==> src/ufvp_pkg.sv <==
// ----------------------------------------------------------------------------
// Update file version picker package
// Shared types and constants: parse phases, parse state, function codes and
// the fixed suffix text of an update file name.
// ----------------------------------------------------------------------------
package ufvp_pkg;

  // Function codes carried in the input transaction
  localparam logic FUNC_START = 1'b0;
  localparam logic FUNC_CHAR  = 1'b1;

  // Parse phase, one-hot
  typedef enum logic [5:0] {
    PH_V      = 6'b000001,
    PH_MAJOR  = 6'b000010,
    PH_MINOR  = 6'b000100,
    PH_BUILD  = 6'b001000,
    PH_SUFFIX = 6'b010000,
    PH_REJECT = 6'b100000
  } phase_t;

  // Per-name parse state
  typedef struct packed {
    phase_t      phase;
    logic [1:0]  digit_cnt;
    logic [9:0]  accum;
    logic [7:0]  major;
    logic [7:0]  minor;
    logic [7:0]  build;
    logic [4:0]  suffix_pos;
  } parse_st_t;

  localparam parse_st_t PARSE_CLEAR = '{
    phase:      PH_V,
    digit_cnt:  2'd0,
    accum:      10'd0,
    major:      8'd0,
    minor:      8'd0,
    build:      8'd0,
    suffix_pos: 5'd0
  };

  // Suffix text of an update file name in lower case, zero filled to 32 entries
  localparam logic [7:0] SUFFIX_TAB [32] = '{
    8'h5f, 8'h73, 8'h74, 8'h65, 8'h70, 8'h70, 8'h65, 8'h72,
    8'h5f, 8'h31, 8'h34, 8'h34, 8'h70, 8'h69, 8'h6e, 8'h2e,
    8'h62, 8'h69, 8'h6e, 8'h00, 8'h00, 8'h00, 8'h00, 8'h00,
    8'h00, 8'h00, 8'h00, 8'h00, 8'h00, 8'h00, 8'h00, 8'h00
  };

  localparam logic [7:0] CHAR_V     = 8'h76;
  localparam logic [7:0] CHAR_UNDER = 8'h5f;
  localparam logic [7:0] FIELD_MAX  = 8'hff;

endpackage

==> src/ufvp_parse.sv <==
// ----------------------------------------------------------------------------
// Update file version picker: name character step
// Advances the per-name parse state by one name character.
// ----------------------------------------------------------------------------
module ufvp_parse #(
  parameter int SUFFIX_LEN = 19,
  parameter int MAX_DIGITS = 3
) (
  input  ufvp_pkg::parse_st_t st,
  input  logic [7:0]          ch,
  output ufvp_pkg::parse_st_t st_nxt
);
  import ufvp_pkg::*;

  logic [7:0] ch_fold;
  logic       is_digit;
  logic [9:0] accum_step;
  logic       suffix_hit_cur;
  logic       suffix_hit_first;
  logic       field_ok;

  // Fold upper case letters to lower case
  always_comb begin
    ch_fold = ch;
    if (ch inside {[8'h41:8'h5a]}) begin
      ch_fold = ch + 8'h20;
    end
  end

  assign is_digit   = ch inside {[8'h30:8'h39]};
  assign accum_step = {st.accum[6:0], 3'b000} + {st.accum[8:0], 1'b0} + {6'd0, ch[3:0]};
  assign field_ok   = (st.digit_cnt != 2'd0) && (st.accum <= {2'b00, FIELD_MAX});

  assign suffix_hit_cur   = (st.suffix_pos < 5'(SUFFIX_LEN)) &&
                            (ch_fold == SUFFIX_TAB[st.suffix_pos]);
  assign suffix_hit_first = (ch_fold == SUFFIX_TAB[0]);

  // Walk the pattern
  always_comb begin
    st_nxt = st;
    case (st.phase)
      PH_V: begin
        if (ch_fold == CHAR_V) begin
          st_nxt.phase     = PH_MAJOR;
          st_nxt.digit_cnt = 2'd0;
          st_nxt.accum     = 10'd0;
        end else begin
          st_nxt.phase = PH_REJECT;
        end
      end
      PH_MAJOR, PH_MINOR, PH_BUILD: begin
        if (is_digit) begin
          if (st.digit_cnt < 2'(MAX_DIGITS)) begin
            st_nxt.accum     = accum_step;
            st_nxt.digit_cnt = st.digit_cnt + 2'd1;
          end else begin
            st_nxt.phase = PH_REJECT;
          end
        end else if (!field_ok) begin
          st_nxt.phase = PH_REJECT;
        end else if (st.phase == PH_BUILD) begin
          // Build field ends on the first suffix character
          st_nxt.build = st.accum[7:0];
          if (suffix_hit_first) begin
            st_nxt.phase      = PH_SUFFIX;
            st_nxt.suffix_pos = 5'd1;
          end else begin
            st_nxt.phase      = PH_REJECT;
            st_nxt.suffix_pos = 5'd0;
          end
        end else if (ch != CHAR_UNDER) begin
          st_nxt.phase = PH_REJECT;
        end else begin
          if (st.phase == PH_MAJOR) begin
            st_nxt.major = st.accum[7:0];
            st_nxt.phase = PH_MINOR;
          end else begin
            st_nxt.minor = st.accum[7:0];
            st_nxt.phase = PH_BUILD;
          end
          st_nxt.digit_cnt = 2'd0;
          st_nxt.accum     = 10'd0;
        end
      end
      PH_SUFFIX: begin
        if (suffix_hit_cur) begin
          st_nxt.suffix_pos = st.suffix_pos + 5'd1;
        end else begin
          st_nxt.phase = PH_REJECT;
        end
      end
      default: begin
        st_nxt.phase = PH_REJECT;
      end
    endcase
  end

endmodule

==> src/update_filename_version_picker_core.sv <==
// ----------------------------------------------------------------------------
// Update file version picker core
// Checks directory entry names against v<major>_<minor>_<build><suffix> and
// keeps the highest version seen in the current walk.
// ----------------------------------------------------------------------------
// The block takes one name character per cycle and sustains one transaction
// per clock, except that a name's last character waits in the input register
// while an earlier result is stalled. Each transaction passes an input
// register and then a result register, with a combinational parse step on
// the registered parse state between them. A transaction with in_tuser[0] low
// starts a new walk: it clears the parse state, the best version and the match
// count and produces no result. Only the last character of a name (in_tlast
// high) produces a result. A stalled result is held in the output register
// while the next characters still enter, until the next result needs it.
module update_filename_version_picker_core #(
  parameter int SUFFIX_LEN = 19,
  parameter int MAX_DIGITS = 3,
  parameter int COUNT_BITS = 16
) (
  input  logic        clk,
  input  logic        rst_n,
  // Input stream
  input  logic        in_tvalid,
  output logic        in_tready,
  input  logic [7:0]  in_tdata,   // [7:0] ch
  input  logic [1:0]  in_tuser,   // [0] func, [1] is_dir
  input  logic        in_tlast,   // name_last
  // Result stream
  output logic        out_tvalid,
  input  logic        out_tready,
  output logic [63:0] out_tdata,  // [7:0] major_field, [15:8] minor_field,
                                  // [23:16] build_field, [47:24] best_packed,
                                  // [63:48] match_count
  output logic [1:0]  out_tuser   // [0] matched, [1] new_best
);
  import ufvp_pkg::*;

  // Input register
  logic        s1_valid_r, s1_valid_nxt;
  logic        s1_func_r;
  logic [7:0]  s1_ch_r;
  logic        s1_last_r;
  logic        s1_dir_r;

  // Walk state
  parse_st_t             parse_r, parse_nxt;
  parse_st_t             step;
  logic [23:0]           best_r, best_nxt;
  logic [COUNT_BITS-1:0] cnt_r, cnt_nxt;
  logic [31:0]           cnt_ext;

  // Result register
  logic        out_valid_r, out_valid_nxt;
  logic        matched_r, matched_nxt;
  logic        new_best_r, new_best_nxt;
  logic [7:0]  major_r, major_nxt;
  logic [7:0]  minor_r, minor_nxt;
  logic [7:0]  build_r, build_nxt;
  logic [23:0] best_out_r, best_out_nxt;
  logic [15:0] count_out_r, count_out_nxt;

  logic        produces;
  logic        out_free;
  logic        s1_fire;
  logic        s1_start;
  logic        ok;
  logic [23:0] version;

  ufvp_parse #(
    .SUFFIX_LEN (SUFFIX_LEN),
    .MAX_DIGITS (MAX_DIGITS)
  ) u_parse (
    .st     (parse_r),
    .ch     (s1_ch_r),
    .st_nxt (step)
  );

  // Handshake: the held item moves on unless it needs a busy result slot
  assign s1_start  = (s1_func_r == FUNC_START);
  assign produces  = (s1_func_r == FUNC_CHAR) && s1_last_r;
  assign out_free  = !out_valid_r || out_tready;
  assign s1_fire   = s1_valid_r && (!produces || out_free);
  assign in_tready = !s1_valid_r || s1_fire;

  assign ok      = (step.phase == PH_SUFFIX) && (step.suffix_pos == 5'(SUFFIX_LEN)) &&
                   !s1_dir_r;
  assign version = {step.major, step.minor, step.build};
  assign cnt_ext = 32'(cnt_r);

  // Next state
  always_comb begin
    s1_valid_nxt  = s1_valid_r;
    parse_nxt     = parse_r;
    best_nxt      = best_r;
    cnt_nxt       = cnt_r;
    out_valid_nxt = out_valid_r && !out_tready;
    matched_nxt   = matched_r;
    new_best_nxt  = new_best_r;
    major_nxt     = major_r;
    minor_nxt     = minor_r;
    build_nxt     = build_r;
    best_out_nxt  = best_out_r;
    count_out_nxt = count_out_r;

    if (in_tready) begin
      s1_valid_nxt = in_tvalid;
    end

    if (s1_fire) begin
      if (s1_start) begin
        parse_nxt = PARSE_CLEAR;
        best_nxt  = 24'd0;
        cnt_nxt   = '0;
      end else if (!s1_last_r) begin
        parse_nxt = step;
      end else begin
        parse_nxt    = PARSE_CLEAR;
        new_best_nxt = 1'b0;
        if (ok) begin
          if (cnt_r != {COUNT_BITS{1'b1}}) begin
            cnt_nxt = cnt_r + COUNT_BITS'(1);
          end
          if (version > best_r) begin
            best_nxt     = version;
            new_best_nxt = 1'b1;
          end
        end
        out_valid_nxt = 1'b1;
        matched_nxt   = ok;
        major_nxt     = ok ? step.major : 8'd0;
        minor_nxt     = ok ? step.minor : 8'd0;
        build_nxt     = ok ? step.build : 8'd0;
        best_out_nxt  = best_nxt;
        count_out_nxt = 32'(cnt_nxt) >> 0 == 32'd0 ? 16'd0 : 16'(32'(cnt_nxt));
      end
    end
  end

  // Control registers
  always_ff @(posedge clk) begin
    if (!rst_n) begin
      s1_valid_r  <= 1'b0;
      out_valid_r <= 1'b0;
      parse_r     <= PARSE_CLEAR;
      best_r      <= 24'd0;
      cnt_r       <= '0;
    end else begin
      s1_valid_r  <= s1_valid_nxt;
      out_valid_r <= out_valid_nxt;
      parse_r     <= parse_nxt;
      best_r      <= best_nxt;
      cnt_r       <= cnt_nxt;
    end
  end

  // Payload registers
  always_ff @(posedge clk) begin
    if (in_tready) begin
      s1_func_r <= in_tuser[0];
      s1_ch_r   <= in_tdata;
      s1_last_r <= in_tlast;
      s1_dir_r  <= in_tuser[1];
    end
    matched_r   <= matched_nxt;
    new_best_r  <= new_best_nxt;
    major_r     <= major_nxt;
    minor_r     <= minor_nxt;
    build_r     <= build_nxt;
    best_out_r  <= best_out_nxt;
    count_out_r <= count_out_nxt;
  end

  assign out_tvalid = out_valid_r;
  assign out_tuser  = {new_best_r, matched_r};
  assign out_tdata  = {count_out_r, best_out_r, build_r, minor_r, major_r};

  // A rejected name reports zero fields and never becomes the best
  a_reject_zero: assert property (@(posedge clk) disable iff (!rst_n)
    (out_valid_r && !matched_r) |->
      (major_r == 8'd0 && minor_r == 8'd0 && build_r == 8'd0 && !new_best_r))
    else $error("rejected name carries fields");

  // A new best reports its own version as the best
  a_new_best_packed: assert property (@(posedge clk) disable iff (!rst_n)
    (out_valid_r && new_best_r) |-> (best_out_r == {major_r, minor_r, build_r}))
    else $error("new best does not match reported best");

  // A start transaction clears the walk totals
  a_start_clears: assert property (@(posedge clk) disable iff (!rst_n)
    (s1_fire && s1_start) |=> (best_r == 24'd0 && cnt_r == '0))
    else $error("start did not clear walk totals");

  // Best version and count only grow within a walk
  a_monotonic: assert property (@(posedge clk) disable iff (!rst_n)
    !(s1_fire && s1_start) |=> (best_r >= $past(best_r) && cnt_r >= $past(cnt_r)))
    else $error("walk totals decreased");

  // Reported count follows the stored count after a result
  a_count_out: assert property (@(posedge clk) disable iff (!rst_n)
    (s1_fire && produces) |=> (count_out_r == cnt_ext[15:0]))
    else $error("reported count differs from stored count");

endmodule
==> config.mk <==
export PLATFORM = sky130hd
export DESIGN_NAME = update_filename_version_picker_core
export DESIGN_NICKNAME = d
export VERILOG_FILES = /design/src/ufvp_pkg.sv /design/src/ufvp_parse.sv /design/src/update_filename_version_picker_core.sv
export SDC_FILE = /design/constraint.sdc
export NUM_CORES = 1
export LEC_CHECK = 0
export BUFFER_PORTS_ARGS = -buffer_cell sky130_fd_sc_hd__buf_2
export CAP_MARGIN = 25
export CORE_MARGIN = 2
export CORE_UTILIZATION = 50
export DETAILED_ROUTE_END_ITERATION = 10
export PLACE_DENSITY = 0.67
export REMOVE_ABC_BUFFERS = 1
export SYNTH_ARGS = -nofsm -noshare
export SYNTH_HDL_FRONTEND = slang
export SYNTH_HIERARCHICAL = 1
export SYNTH_SLANG_ARGS = --single-unit
export TNS_END_PERCENT = 50
==> constraint.sdc <==
create_clock -name clk -period 6.9 [get_ports clk]
set_input_delay 0.345 -clock clk [delete_from_list [all_inputs] [get_ports clk]]
set_output_delay 0.345 -clock clk [all_outputs]
set_load 0.01 [all_outputs]
; After elaboration in Yosys (flattened, before gate mapping)
; Memories as Yosys holds them, arrays and structs flattened.
; Index checks and enable logic that the tools add are counted.
[op_classes]
n_mux = 44
bitwise_logic = 1
reduce_logical = 23
addsub = 6
n_lt_le_gt_ge = 9
eq_ne = 19
[ops]
columns = operator, count
row1 = 2-to-1 mux 24 bit, 5
row2 = 2-to-1 mux 16 bit, 7
row3 = 2-to-1 mux 47 bit, 2
row4 = 2-to-1 mux 28 bit, 2
row5 = 2-to-1 mux 6 bit, 7
row6 = 2-to-1 mux 41 bit, 1
row7 = 2-to-1 mux 8 bit, 5
row8 = zero test 32 bit, 1
row9 = 2-to-1 mux 29 bit, 1
row10 = greater-than comparator 24 bit, 1
row11 = 2-to-1 mux 12 bit, 2
row12 = one-hot mux 12 bit (2 select lines), 1
row13 = 2-to-1 mux 18 bit, 1
row14 = one-hot mux 6 bit (3 select lines), 1
row15 = "adder 16 x 1 -> 16 bit, second input constant", 1
row16 = "equality test 8 x 7 -> 1 bit, second input constant", 2
row17 = "inequality test 16 bit, second input constant", 1
row18 = 2-to-1 mux 13 bit, 1
row19 = "equality test 6 x 5 -> 1 bit, second input constant", 2
row20 = adder 10 bit, 1
row21 = adder 10 x 4 -> 10 bit, 1
row22 = "<= comparator 10 x 8 -> 1 bit, second input constant", 1
row23 = "inequality test 5 x 4 -> 1 bit, second input constant", 2
row24 = one-hot mux 5 bit (2 select lines), 1
row25 = 34 further kinds, 52
[totals]
mem_count = 1
register_bits = 166
mem_bits_ro = 256
word_cells = 125
[mem_list]
columns = memory, words, word_bits, rd, rd_clocked_by_memory_dff, write_ports, line_no
row1 = (no name shown), 32, 8, 1, 0, 0, ufvp_parse.sv:35  ; (ch_fold == SUFFIX_TAB[st.suffix_pos]);

; Longest topological paths before layout
; Gate-level depths: netlist (run 1).
[logic_depth]
depth_word = 18
ltp_mapped = 17
depth_no_buf = 16

; By module
; Netlist (run 1), hierarchy kept.
[by_module_without_submodules]
columns = mod, seq_area_each_um2, area_each_um2, cells_per_inst, instances
row1 = update_filename_version_picker_core, 4093.9, 7307.0, 639, 1
row2 = ufvp_parse, 0.0, 1916.8, 246, 1

; Least setup slack after synthesis (run 1)
; Ideal clock, no wire load.
[synth_timing]
kind = register to register
start = register s1_func_r
end = register best_r[10]
required_ns = 6.841
setup_slack_ns = 2.286
setup_ns = 0.059
arrival_time_ns = 4.556
stages_incl_launch_ff = 9
path_buffers = 2
cell_sequence = edfxtp_1 > nand4b_1 > nand2_1 > nor2_1 > and2_1 > clkbuf_1 > a31o_2 > buf_2 > a22o_1
[synth_between]
elab_chain_cells = 5
elab_cells_between_ends = 7
classes_between = eq/ne (1) / mux (1) / reduce/logical (5)
[synth_rtl]
columns = element, line_no
row1 = start: declaration, update_filename_version_picker_core.sv:40  ; logic s1_func_r;
row2 = start signal: assignment, update_filename_version_picker_core.sv:159  ; s1_func_r <= in_tuser[0];
row3 = logical AND 1 bit, update_filename_version_picker_core.sv:80  ; assign produces = (s1_func_r == FUNC_CHAR) && s1_last_r;
row4 = zero test 1 bit, update_filename_version_picker_core.sv:82  ; assign s1_fire = s1_valid_r && (!produces || out_free);
row5 = logical OR 1 bit, update_filename_version_picker_core.sv:82
row6 = logical AND 1 bit, update_filename_version_picker_core.sv:82
row7 = AND reduction 2 bit (no source line), --
row8 = end signal: assignment, update_filename_version_picker_core.sv:151  ; best_r <= best_nxt;
row9 = end: declaration, update_filename_version_picker_core.sv:48  ; logic [23:0] best_r, best_nxt;
; Parallel ways exist; a longest one is shown, timed or not.
; A chain may end at the register's enable or synchronous reset.

==> results of run 1 <==
==> worst paths after layout <==
check	start	slack (ns)	to	cells past startpoint
max	parse_r[0]	1.88	cnt_r[11]	16
min	in_tuser[1]	0.09	s1_dir_r	1
max reg2reg	parse_r[0]	1.88	cnt_r[11]	16
min reg2reg	parse_r[20]	0.46	parse_r[20]	2
==> area by class of cell <==
cell class | count | area (um^2)
clock buffers | 19 | 443
clock inverters | 13 | 98.8
fillers | 1583 | 7800
inverters | 44 | 165
multi-input cells | 626 | 4670
flip-flops and latches | 166 | 4090
well taps | 229 | 287
repair buffers | 89 | 463
==> layer usage <==
metal  global-route usage [%]  wire length, um  vias up
met5                        0                0        -
met4                     6.95              316        0
met3                     3.54              815       28
met2                     33.7             9490      159
met1                     27.5             9240     3310
li1                         -                -     3357
==> through the flow <==
stage	worst slack, ns	instances
2_1_floorplan	1.39	836
3_3_place_gp	2.11	1154
3_5_place_dp	1.91	1154
4_1_cts	1.95	1186
5_1_grt	1.36	1186
6_report	1.88	1186
==> flip-flops by register name, summed over array words and instances, names as in the netlist <==
name and cells:
build_r 8, new_best_r 1, s1_ch_r 8, major_r 8, best_out_r 24, s1_dir_r 1
s1_last_r 1, out_tvalid 1, s1_func_r 1, cnt_r 16, best_r 24, parse_r 47
matched_r 1, minor_r 8, count_out_r 16, s1_valid_r 1
==> cells by family after synthesis <==
| group | share of synthesized area [%] |
|---|---|
| flip-flops | 44.4 |
| XOR/XNOR | 2.75 |
| adder cells (fa/ha/maj) | 6.95 |
| multiplexers | 7.41 |
| other | 0.0407 |
| buffers and inverters | 5.06 |
| AND/OR/NAND/NOR | 17.8 |
| AO/OA/AOI/OAI | 15.7 |
==> synthesized netlist by cell type (5+ instances only) <==
cell type  instances
dfxtp_1           89
edfxtp_1          77
nand2_1           68
nand3_1           55
ha_1              48
a21oi_1           44
inv_1             44
a21boi_0          36
a22o_1            33
nor2_1            33
mux2_2            30
and2_1            29
o21ai_0           27
clkbuf_1          19
mux2_4            19
nor2b_1           15
xnor2_1           15
xor2_1            14
and3_1            11
nor3_1            11
nand4_1           10
buf_2              9
a31oi_1            8
nand2b_1           8
buf_1              7
buf_6              7
mux2i_1            6
a21o_1             5
a32o_1             5
nand3b_1           5
nor4_1             5
o211ai_1           5
==> report_power, final <==
part	internal (mW)	switching [mW]
Sequential	1.03	0.00824
Clock	0.473	0.402
Combinational	0.0185	0.0413
Total	1.52	0.452
==> summary.md, run 1 <==
| Metric | Value |
|---|---|
| Tcrit/Tclk final | `72.7%` |
| WL final | `19.9 mm` |
| Clk buf depth | `2` |
| Post-synthesis cell area | `roughly 9200 um^2` |
| CTS H-tree depth | `4` |
| Initial cell density of the core | `51.2%` |
| Vias in the first global route | `roughly 6500` |
| CTS tree | `built` |
| Hold WC Path Type | `in -> reg` |
| Synth Warn # | `6` |
| Die Ht | `140 um` |
| Clk sinks | `166` |
| First-pass DRT Iterations | `5` |
| RSZ-0062 raised after global routing | `false` |
| Fin util | `56.7%` |
| Minimum clock period | `5.02 ns` |
| Die area | `19500 um^2` |
| PortBufs | `82` |
| Sequential area share after synthesis | `44.4%` |
| Post_cts resized | `0` |
| Avg Inst Size Synth | `around 10 um^2` |
| Fin area | `10200 um^2` |
| Status | `finished clean` |
| GRT Resource Usage Total | `20.5%` |
| Clock Pin Slew Worst Setup and Hold Paths | `0.06 ns` |
| First-pass GRT wire length | `between 30 and 40 mm` |
| Setup bufs post-CTS | `0` |
| Post-synth EDFFs | `77` |
| Final Slew Violations | `0` |
| Delay-heaviest family, CP | `simple AND/OR/NAND/NOR gates` |
| VDD IR-drop max | `0.204 mV` |
| Placed Area | `9680 um^2` |
| Hold Worst Slack | `0.0918 ns` |
| Max Clk Rate | `199 MHz` |
| Placer Congestion | `0.895` |
| Crit-path slowest cell | `inv_1` |
| Fraction of layout cells with a size suffix above 1 | `around a fifth` |
| Largest net degree at the start of global routing | `between 60 and 70` |
| Vias per cell | `5.78` |
| Setup TNS | `0 ns` |
| Synth area leader | `edfxtp_1` |
| Vias | `6854` |
| Area growth from synthesis to layout | `10.8%` |
| Hold_buf cts | `0` |
| ANT cells | `0` |
| Top cells by area, synth | `edfxtp_1 (25%), dfxtp_1 (19%), ha_1 (6.5%)` |
| Unique masters post-synth | `89` |
| CP bufs+invs | `2` |
| WL/cell | `16.7 um` |
| MaxCap Viol Count | `0` |
| Die X | `140 um` |
| Skew final | `0.00666 ns` |
| I/O Pins | `83` |
| Most common cell after layout, fill and taps aside | `dfxtp_1` |
| Worst-path cell chain | `inv_1 -> ha_1 -> nor4bb_1 -> nor3_1 -> xor2_1 -> nand4_2 -> nor4_4 -> nand3_1 -> mux2i_1 -> nor4_4 -> nand3_4 -> inv_1 -> o21ai_2 -> nor4_1 -> nand2b_1 -> a31oi_1` |
| Final HPWL DP | `13.0 mm` |
| Initial antenna violation count | `0` |
| Total core area | `18000 um^2` |
| DR DRC count | `0` |
| Worst path required time | `7.17 ns` |
| Total chip power | `1.97 mW` |
| Most frequent cells in the layout | `dfxtp_1 (89), buf_2 (82), edfxtp_1 (77), nand2_1 (68), nand3_1 (55)` |
| Initial DRC count | `473` |
| Final ANT Viol Nets | `0` |
| NumNets Final | `1009` |
| Slew headroom | `about two fifths` |
| Clk root buf | `clkbuf_16` |
| Worst-Skew Late Latency | `0.42 ns` |
| Primary FF master, synth | `dfxtp_1` |
| Worst setup SP type | `flip-flop` |
| Cells after Synth | `885` |
| Total leakage power | `4.26 nW` |
| Pwr per Cell Area | `193 nW/um^2` |
| Fraction of registers with async set/reset | `0%` |
| Worst endpoint data arrival time | `between 5 and 6 ns` |
| Synthesis-stage register bit count | `166` |
| Final Hold Viols | `0` |
| CP endpoint kind | `flip-flop` |
| Area share of the largest cell type after synthesis | `25.1%` |
| Gr ovfl total | `0` |
| Setup violations, final | `0` |
| CP Max Fanout | `27` |
| Num CTS Buffers | `17` |
| Max incr delay on CP | `between 0.6 and 0.7 ns` |
| Worst-margin pin slew | `between 0.8 and 0.9 ns` |
| CP Class | `reg -> reg` |
| Rows | `49` |
No activity file was read; power rests on OpenSTA's default activity.
==> inputs of run 2 (changes only) <==
- ABC_AREA: unset -> 1
- PLACE_DENSITY: 0.67 -> 0.69
- clock period: 6.9 -> 4.35 ns (I/O delays scaled with it)
==> summary.md, run 2 <==
| Metric | Value |
|---|---|
| Status | `finished clean` |
| Met2 routed WL | `11.1 mm` |
| Placer Congestion | `0.929` |
| Top cells by area, synth | `edfxtp_1 (23%), dfxtp_1 (18%), nand2_1 (11%)` |
| CP dominant cell by count | `inv_1` |
| Worst-Skew Late Latency | `0.43 ns` |
| Rows | `51` |
| Post-synth EDFFs | `77` |
| DR top layer | `met4` |
| First-pass DRT Iterations | `5` |
| Num CTS Buffers | `17` |
| DR DRC count | `0` |
| Hold WC Path Type | `in -> reg` |
| Total chip power | `3.24 mW` |
| Part of the power in registers | `just over 50%` |
| Post-synthesis cell area | `9900 um^2` |
| Clk buf depth | `2` |
| Post-synth top cells | `nand2_1 (287), nand3_1 (168), inv_1 (148), a21oi_1 (109), dfxtp_1 (89)` |
| Minimum clock period | `~3.9 ns` |
| Synthesis-stage register bit count | `approximately 170` |
| First-pass GRT wire length | `38.0 mm` |
| Cells after DPL | `1586` |
| Area share of the largest cell type after synthesis | `23.4%` |
| WL final | `23.0 mm` |
| Synth Warn # | `6` |
| NumNets Final | `between 1000 and 1500` |
| Final Hold Viols | `0` |
| Unique masters post-synth | `54` |
| Vias in the first global route | `7851` |
| Total leakage power | `4.68 nW` |
| Most frequent cells in the layout | `nand2_1 (287), nand3_1 (167), inv_1 (148), a21oi_1 (109), dfxtp_1 (89)` |
| Initial cell density of the core | `between 50% and 60%` |
| Primary FF master, synth | `dfxtp_1` |
| Die X | `roughly 140 um` |
| Largest net degree at the start of global routing | `65` |
| Max incr delay on CP | `0.45 ns` |
| Sequential area share after synthesis | `41.4%` |
| Final ANT Viol Nets | `0` |
| Non-filler cells in the finished layout | `1629` |
| Crit-path slowest cell | `edfxtp_1` |
| WL/cell | `14.1 um` |
| Worst-margin pin slew | `0.836 ns` |
| Skew final | `0.00905 ns` |
| Vias | `8515` |
| Fraction of layout cells with a size suffix above 1 | `15.2%` |
| Psw | `about 770 uW` |
| Vias per cell | `5.23` |
| CTS tree | `built` |
| CTS H-tree depth | `4` |
| Initial antenna violation count | `0` |
| Clk pwr share | `44.5%` |
| Gr ovfl total | `0` |
| Worst path required time | `4.54 ns` |
| RSZ-0062 raised after global routing | `false` |
| Setup violations, final | `0` |
| Tcrit/Tclk final | `89.7%` |
| Total core area | `19500 um^2` |
| Clk root buf | `clkbuf_16` |
| I/O Pins | `83` |
| Fraction of registers with async set/reset | `0%` |
| Regs by FF count | `parse_r: 47 flops, best_out_r: 24 flops, best_r: 24 flops` |
| Slew headroom | `44.2%` |
| Switching Fraction | `23.6%` |
| Worst setup SP type | `flip-flop` |
| Max Clk Rate | `256 MHz` |
| CP Class | `reg -> reg` |
| Avg Inst Size Synth | `7.73 um^2` |
| VDD IR-drop max | `0.294 mV` |
| Die area | `20900 um^2` |
| Initial DRC count | `653` |
| Clk sinks | `between 150 and 200` |
| Internal power | `2.48 mW` |
| Number of flip-flops in the largest register | `47` |
| ANT cells | `0` |
| Power share of the combinational group | `4.6%` |
| GRT Resource Usage Total | `22.7%` |
| Area growth from synthesis to layout | `12.7%` |
| Count leader, synth | `nand2_1` |
| Reg with most FFs | `parse_r` |
| Final HPWL DP | `15.4 mm` |
| Cells after Synth | `1280` |
| PortBufs | `82` |
| Synth area leader | `edfxtp_1` |
| Most common cell after layout, fill and taps aside | `nand2_1` |
| Pwr per Cell Area | `291 nW/um^2` |
| Clock Pin Slew Worst Setup and Hold Paths | `0.07 ns` |
| CP endpoint kind | `flip-flop` |
| MaxCap Viol Count | `0` |
| Die Ht | `145 um` |
| Wire length on met3 | `820 um` |
| Setup TNS | `0 ns` |
| Fillers | `~1800` |
| DRT met1 WL | `10.7 mm` |
| CP Max Fanout | `15` |
| Worst endpoint data arrival time | `4.09 ns` |
| Final Slew Violations | `0` |
| Worst-path cell chain | `inv_1 -> nor3_2 -> nand4_1 -> inv_1 -> nand3_1 -> inv_1 -> nand2_2 -> mux2i_1 -> inv_1 -> ha_1 -> nand2_1 -> nor2_1 -> nand4_1 -> nor2_1 -> nand2_1 -> nand3_4 -> buf_4 -> nand3_1 -> and2_1` |
## run 2: cell count changes after synthesis, sizes merged, moves of 34 or more
cell,before,now
a21boi,36,0
a21oi,45,110
a22o,34,0
inv,44,161
mux2,49,4
nand2,69,319
nand3,57,175
nor2,33,95
## run 2: power by group through the flow
| stage | logic (mW) | clock network (mW) | registers (mW) |
|---|---|---|---|
| after global routing | 0.163 | 1.53 | 1.66 |
| after CTS | 0.147 | 1.47 | 1.65 |
| after global placement | 0.138 | 0 | 1.69 |
| after detailed placement | 0.139 | 0 | 1.69 |
| final | 0.148 | 1.44 | 1.65 |
| after floorplan | 0.0813 | 0 | 1.69 |
## run 2: path summary, 6_finish.rpt
path / from / endpoint / slack (ns) / cells past startpoint
worst max-delay path: s1_ch_r[2] / best_out_r[17] / 0.45 / 19
worst max register to register: s1_ch_r[2] / best_out_r[17] / 0.45 / 19
worst min-delay path: in_tvalid / s1_valid_r / 0.02 / 3
worst min register to register: best_r[14] / best_r[14] / 0.46 / 2
## run 2: cells by family (layout without fill, tap and decap cells)
logic type,Yosys count,after routing,share of synthesized area [%]
buffers and inverters,215,299,9.01
multiplexers,12,12,1.30
other,1,1,0.0379
flip-flops,166,166,41.4
adder cells (fa/ha/maj),50,50,6.47
AND/OR/NAND/NOR,658,658,31.5
AO/OA/AOI/OAI,161,161,8.77
XOR/XNOR,17,17,1.50
## run 2: area by class of cell
cell class                 count  area (um^2)  area share (%)
clock inverter                14          125            1.12
clock buffer                  18          429            3.85
tap                          265          332            2.97
timing repair buffer         103          608            5.45
sequential                   166         4090            36.7
inverter                     164          629            5.64
multi-input combinational    899         4940            44.3
## run 2: per-layer routing
| metal | vias up | GRT usage, % |
|---|---|---|
| li1 | 4354 | - |
| met1 | 3954 | 29.9 |
| met2 | 175 | 38.1 |
| met3 | 32 | 4.01 |
| met4 | 0 | 7.20 |
| met5 | - | 0 |
## run 2: worst max-delay path, delay by kind of cell, from the launching register on
kind                     cells  cell delay [ns]
adder cells (fa/ha/maj)      1             0.30
buffers and inverters        5             0.81
flip-flops                   1             0.45
multiplexers                 1             0.20
AND/OR/NAND/NOR             12             1.89
## run 2: timing repair
item,4_1_cts,5_1_grt
setup endpoints to repair,0,48
buffers inserted,0,0
resized for setup,0,7
endpoints found under the hold margin,11,0
hold buffers,11,0
## run 2: metrics by stage
stage | instance area [um^2] | util (%) | hold WS (ns) | worst slack, ns
finish | 11200 | 57.3 | 0.0206 | 0.448
floorplan | 9630 | - | 0.316 | -0.715
global route | 11200 | 57.3 | 0.0184 | 0.0806
CTS | 11100 | 57.2 | 0.00760 | 0.227
global placement | 10500 | 53.8 | 0.394 | 0.275
detailed placement | 10500 | 53.8 | 0.396 | 0.246
==> inputs of run 3 (changes only) <==
- GPL_TIMING_DRIVEN: unset -> 0
==> summary.md, run 3 (synthesized netlist as in run 2, its figures left out) <==
| Metric | Value |
|---|---|
| Most common cell after layout, fill and taps aside | `nand2_1` |
| Final WS setup | `0.374 ns` |
| Gr ovfl total | `0` |
| Rows | `51` |
| Total chip power | `3.40 mW` |
| NumNets Final | `1415` |
| Status | `finished clean` |
| Initial cell density of the core | `50.9%` |
| Skew final | `0.0102 ns` |
| Die Ht | `145 um` |
| Setup violations, final | `0` |
| Worst endpoint data arrival time | `~4.2 ns` |
| Tcrit/Tclk final | `about nine tenths` |
| CP Class | `reg -> reg` |
| PortBufs | `between 80 and 90` |
| Max Clk Rate | `between 200 and 300 MHz` |
| Clk buf depth | `2` |
| Final Slew Violations | `0` |
| WL/cell | `between 10 and 15 um` |
| Total core area | `slightly below 20000 um^2` |
| Min-Delay Path Depth | `3` |
| Initial antenna violation count | `0` |
| Fraction of layout cells with a size suffix above 1 | `15.6%` |
| CP Max Fanout | `24` |
| WL final | `22.6 mm` |
| Hold WC Path Type | `in -> reg` |
| Area growth from synthesis to layout | `14.1%` |
| Minimum clock period | `3.98 ns` |
| CP endpoint kind | `flip-flop` |
| Pre-CTS WS | `-0.326 ns` |
| Vias in the first global route | `7713` |
| ANT cells | `0` |
| Clk sinks | `~170` |
| Worst setup SP type | `flip-flop` |
| Largest net degree at the start of global routing | `108` |
| Total leakage power | `4.72 nW` |
| Worst R2R Start | `s1_ch_r[1]` |
| Final HPWL DP | `roughly 15 mm` |
| Num CTS Buffers | `17` |
| First-pass GRT wire length | `between 30 and 40 mm` |
| Placer Congestion | `a little over 0.9` |
| Pwr per Cell Area | `301 nW/um^2` |
| First-pass DRT Iterations | `5` |
| Regs by FF count | `parse_r: 47 flops, best_out_r: 24 flops, best_r: 24 flops` |
| Reg2reg path depth | `14` |
| I/O Pins | `83` |
| Worst-Skew Late Latency | `0.44 ns` |
| Fin util | `58.0%` |
| Worst-margin pin slew | `roughly 0.91 ns` |
| RR Endpoint | `best_out_r[1]` |
| Worst path required time | `~4.5 ns` |
| Slew headroom | `39.1%` |
| Initial DRC count | `~650` |
| Fin area | `~11000 um^2` |
| DR DRC count | `0` |
| Die area | `20900 um^2` |
| VDD IR-drop max | `0.300 mV` |
| CTS tree | `built` |
| Placed Area | `around 10000 um^2` |
| Final ANT Viol Nets | `0` |
| Number of flip-flops in the largest register | `47` |
| Fillers | `1789` |
| Clock Pin Slew Worst Setup and Hold Paths | `0.07 ns` |
| R2r setup slk | `0.37 ns` |
| Clk root buf | `clkbuf_16` |
| Final Hold Viols | `0` |
| WHS Endpoint | `out_tvalid` |
| Die X | `~140 um` |
| MaxCap Viol Count | `0` |
| Most frequent cells in the layout | `nand2_1 (285), nand3_1 (167), inv_1 (146), a21oi_1 (109), dfxtp_1 (87)` |
| GRT Resource Usage Total | `~22%` |
| CTS H-tree depth | `4` |
| Vias per cell | `5.23` |
| Vias | `between 8000 and 9000` |
| Hold path start | `rst_n` |
| Reg with most FFs | `parse_r` |
## run 3: cell count changes in the layout (fill, tap and decap cells not counted), sizes merged
cell and change:
clkinv -3, bufinv +2, clkbuf +1, dlygate4sd3 +1
buf -3, nand3 +1
## run 3: critical path, cell delays in order (launching register included)
cell      delay [ns]
edfxtp_1        0.48
nand2_1         0.16
nor3_2          0.21
nand4_1         0.16
inv_1           0.12
nand3_2         0.28
mux2_4          0.42
ha_1            0.33
a21oi_1         0.16
nand2_1         0.06
a21oi_1         0.43
nand3_4         0.31
nand2_8         0.31
nand2_1         0.10
and2_1          0.16
## run 3: where the power goes
part	internal [mW]	leakage (nW)	switching, mW
clock	0.924	0.302	0.670
sequential	1.64	1.43	0.0119
combinational	0.0467	2.98	0.105
## run 3: cell type report
class / count / area (um^2) / area share (%)
multi-input cells: 900 / 4960 / 43.9
flip-flops and latches: 166 / 4100 / 36.3
repair buffers: 101 / 648 / 5.74
inverters: 164 / 642 / 5.68
clock buffers: 19 / 433 / 3.83
well taps: 265 / 332 / 2.94
clock inverters: 13 / 183 / 1.62
## run 3: how the worst max path moves through the flow
stage | depth (start not counted) | endpoint | slack [ns] | start
6_report | 14 | best_out_r[1] | 0.37 | s1_ch_r[1]
5_1_grt | 24 | best_r[16] | -0.01 | parse_r[0]
4_1_cts | 23 | best_r[16] | 0.007 | parse_r[0]
3_5_place_dp | 14 | best_out_r[1] | -0.33 | s1_ch_r[2]
3_3_place_gp | 7 | major_r[5] | -3.03 | out_tvalid
2_1_floorplan | 7 | best_out_r[0] | -0.72 | out_tvalid
## run 3: per-layer routing
layer  GRT usage [%]  part of all wire [%]
met4            5.16                   1.1
met2            38.0                    49
met1            28.4                    46
met5               0                     0
met3            3.98                   4.0
## run 3: through the flow
stage / setup TNS (ns) / instances / hold slack [ns]
floorplan: -69.61 / 1229 / 0.316
global placement: -318.17 / 1576 / 0.394
detailed placement: -10.20 / 1579 / 0.396
CTS: 0 / 1622 / 0.00238
global route: -0.0109 / 1628 / 0.0581
finish: 0 / 1628 / 0.0527
## run 3: timing repair
| item | CTS | global route |
|---|---|---|
| hold buffers | 11 | 1 |
| pin swaps | 0 | 1 |
| buffers inserted | 0 | 4 |
| resized for setup | 4 | 9 |
| endpoints found under the hold margin | 11 | 1 |
| endpoints found under the setup margin | 48 | 48 |
| gates cloned | 0 | 1 |
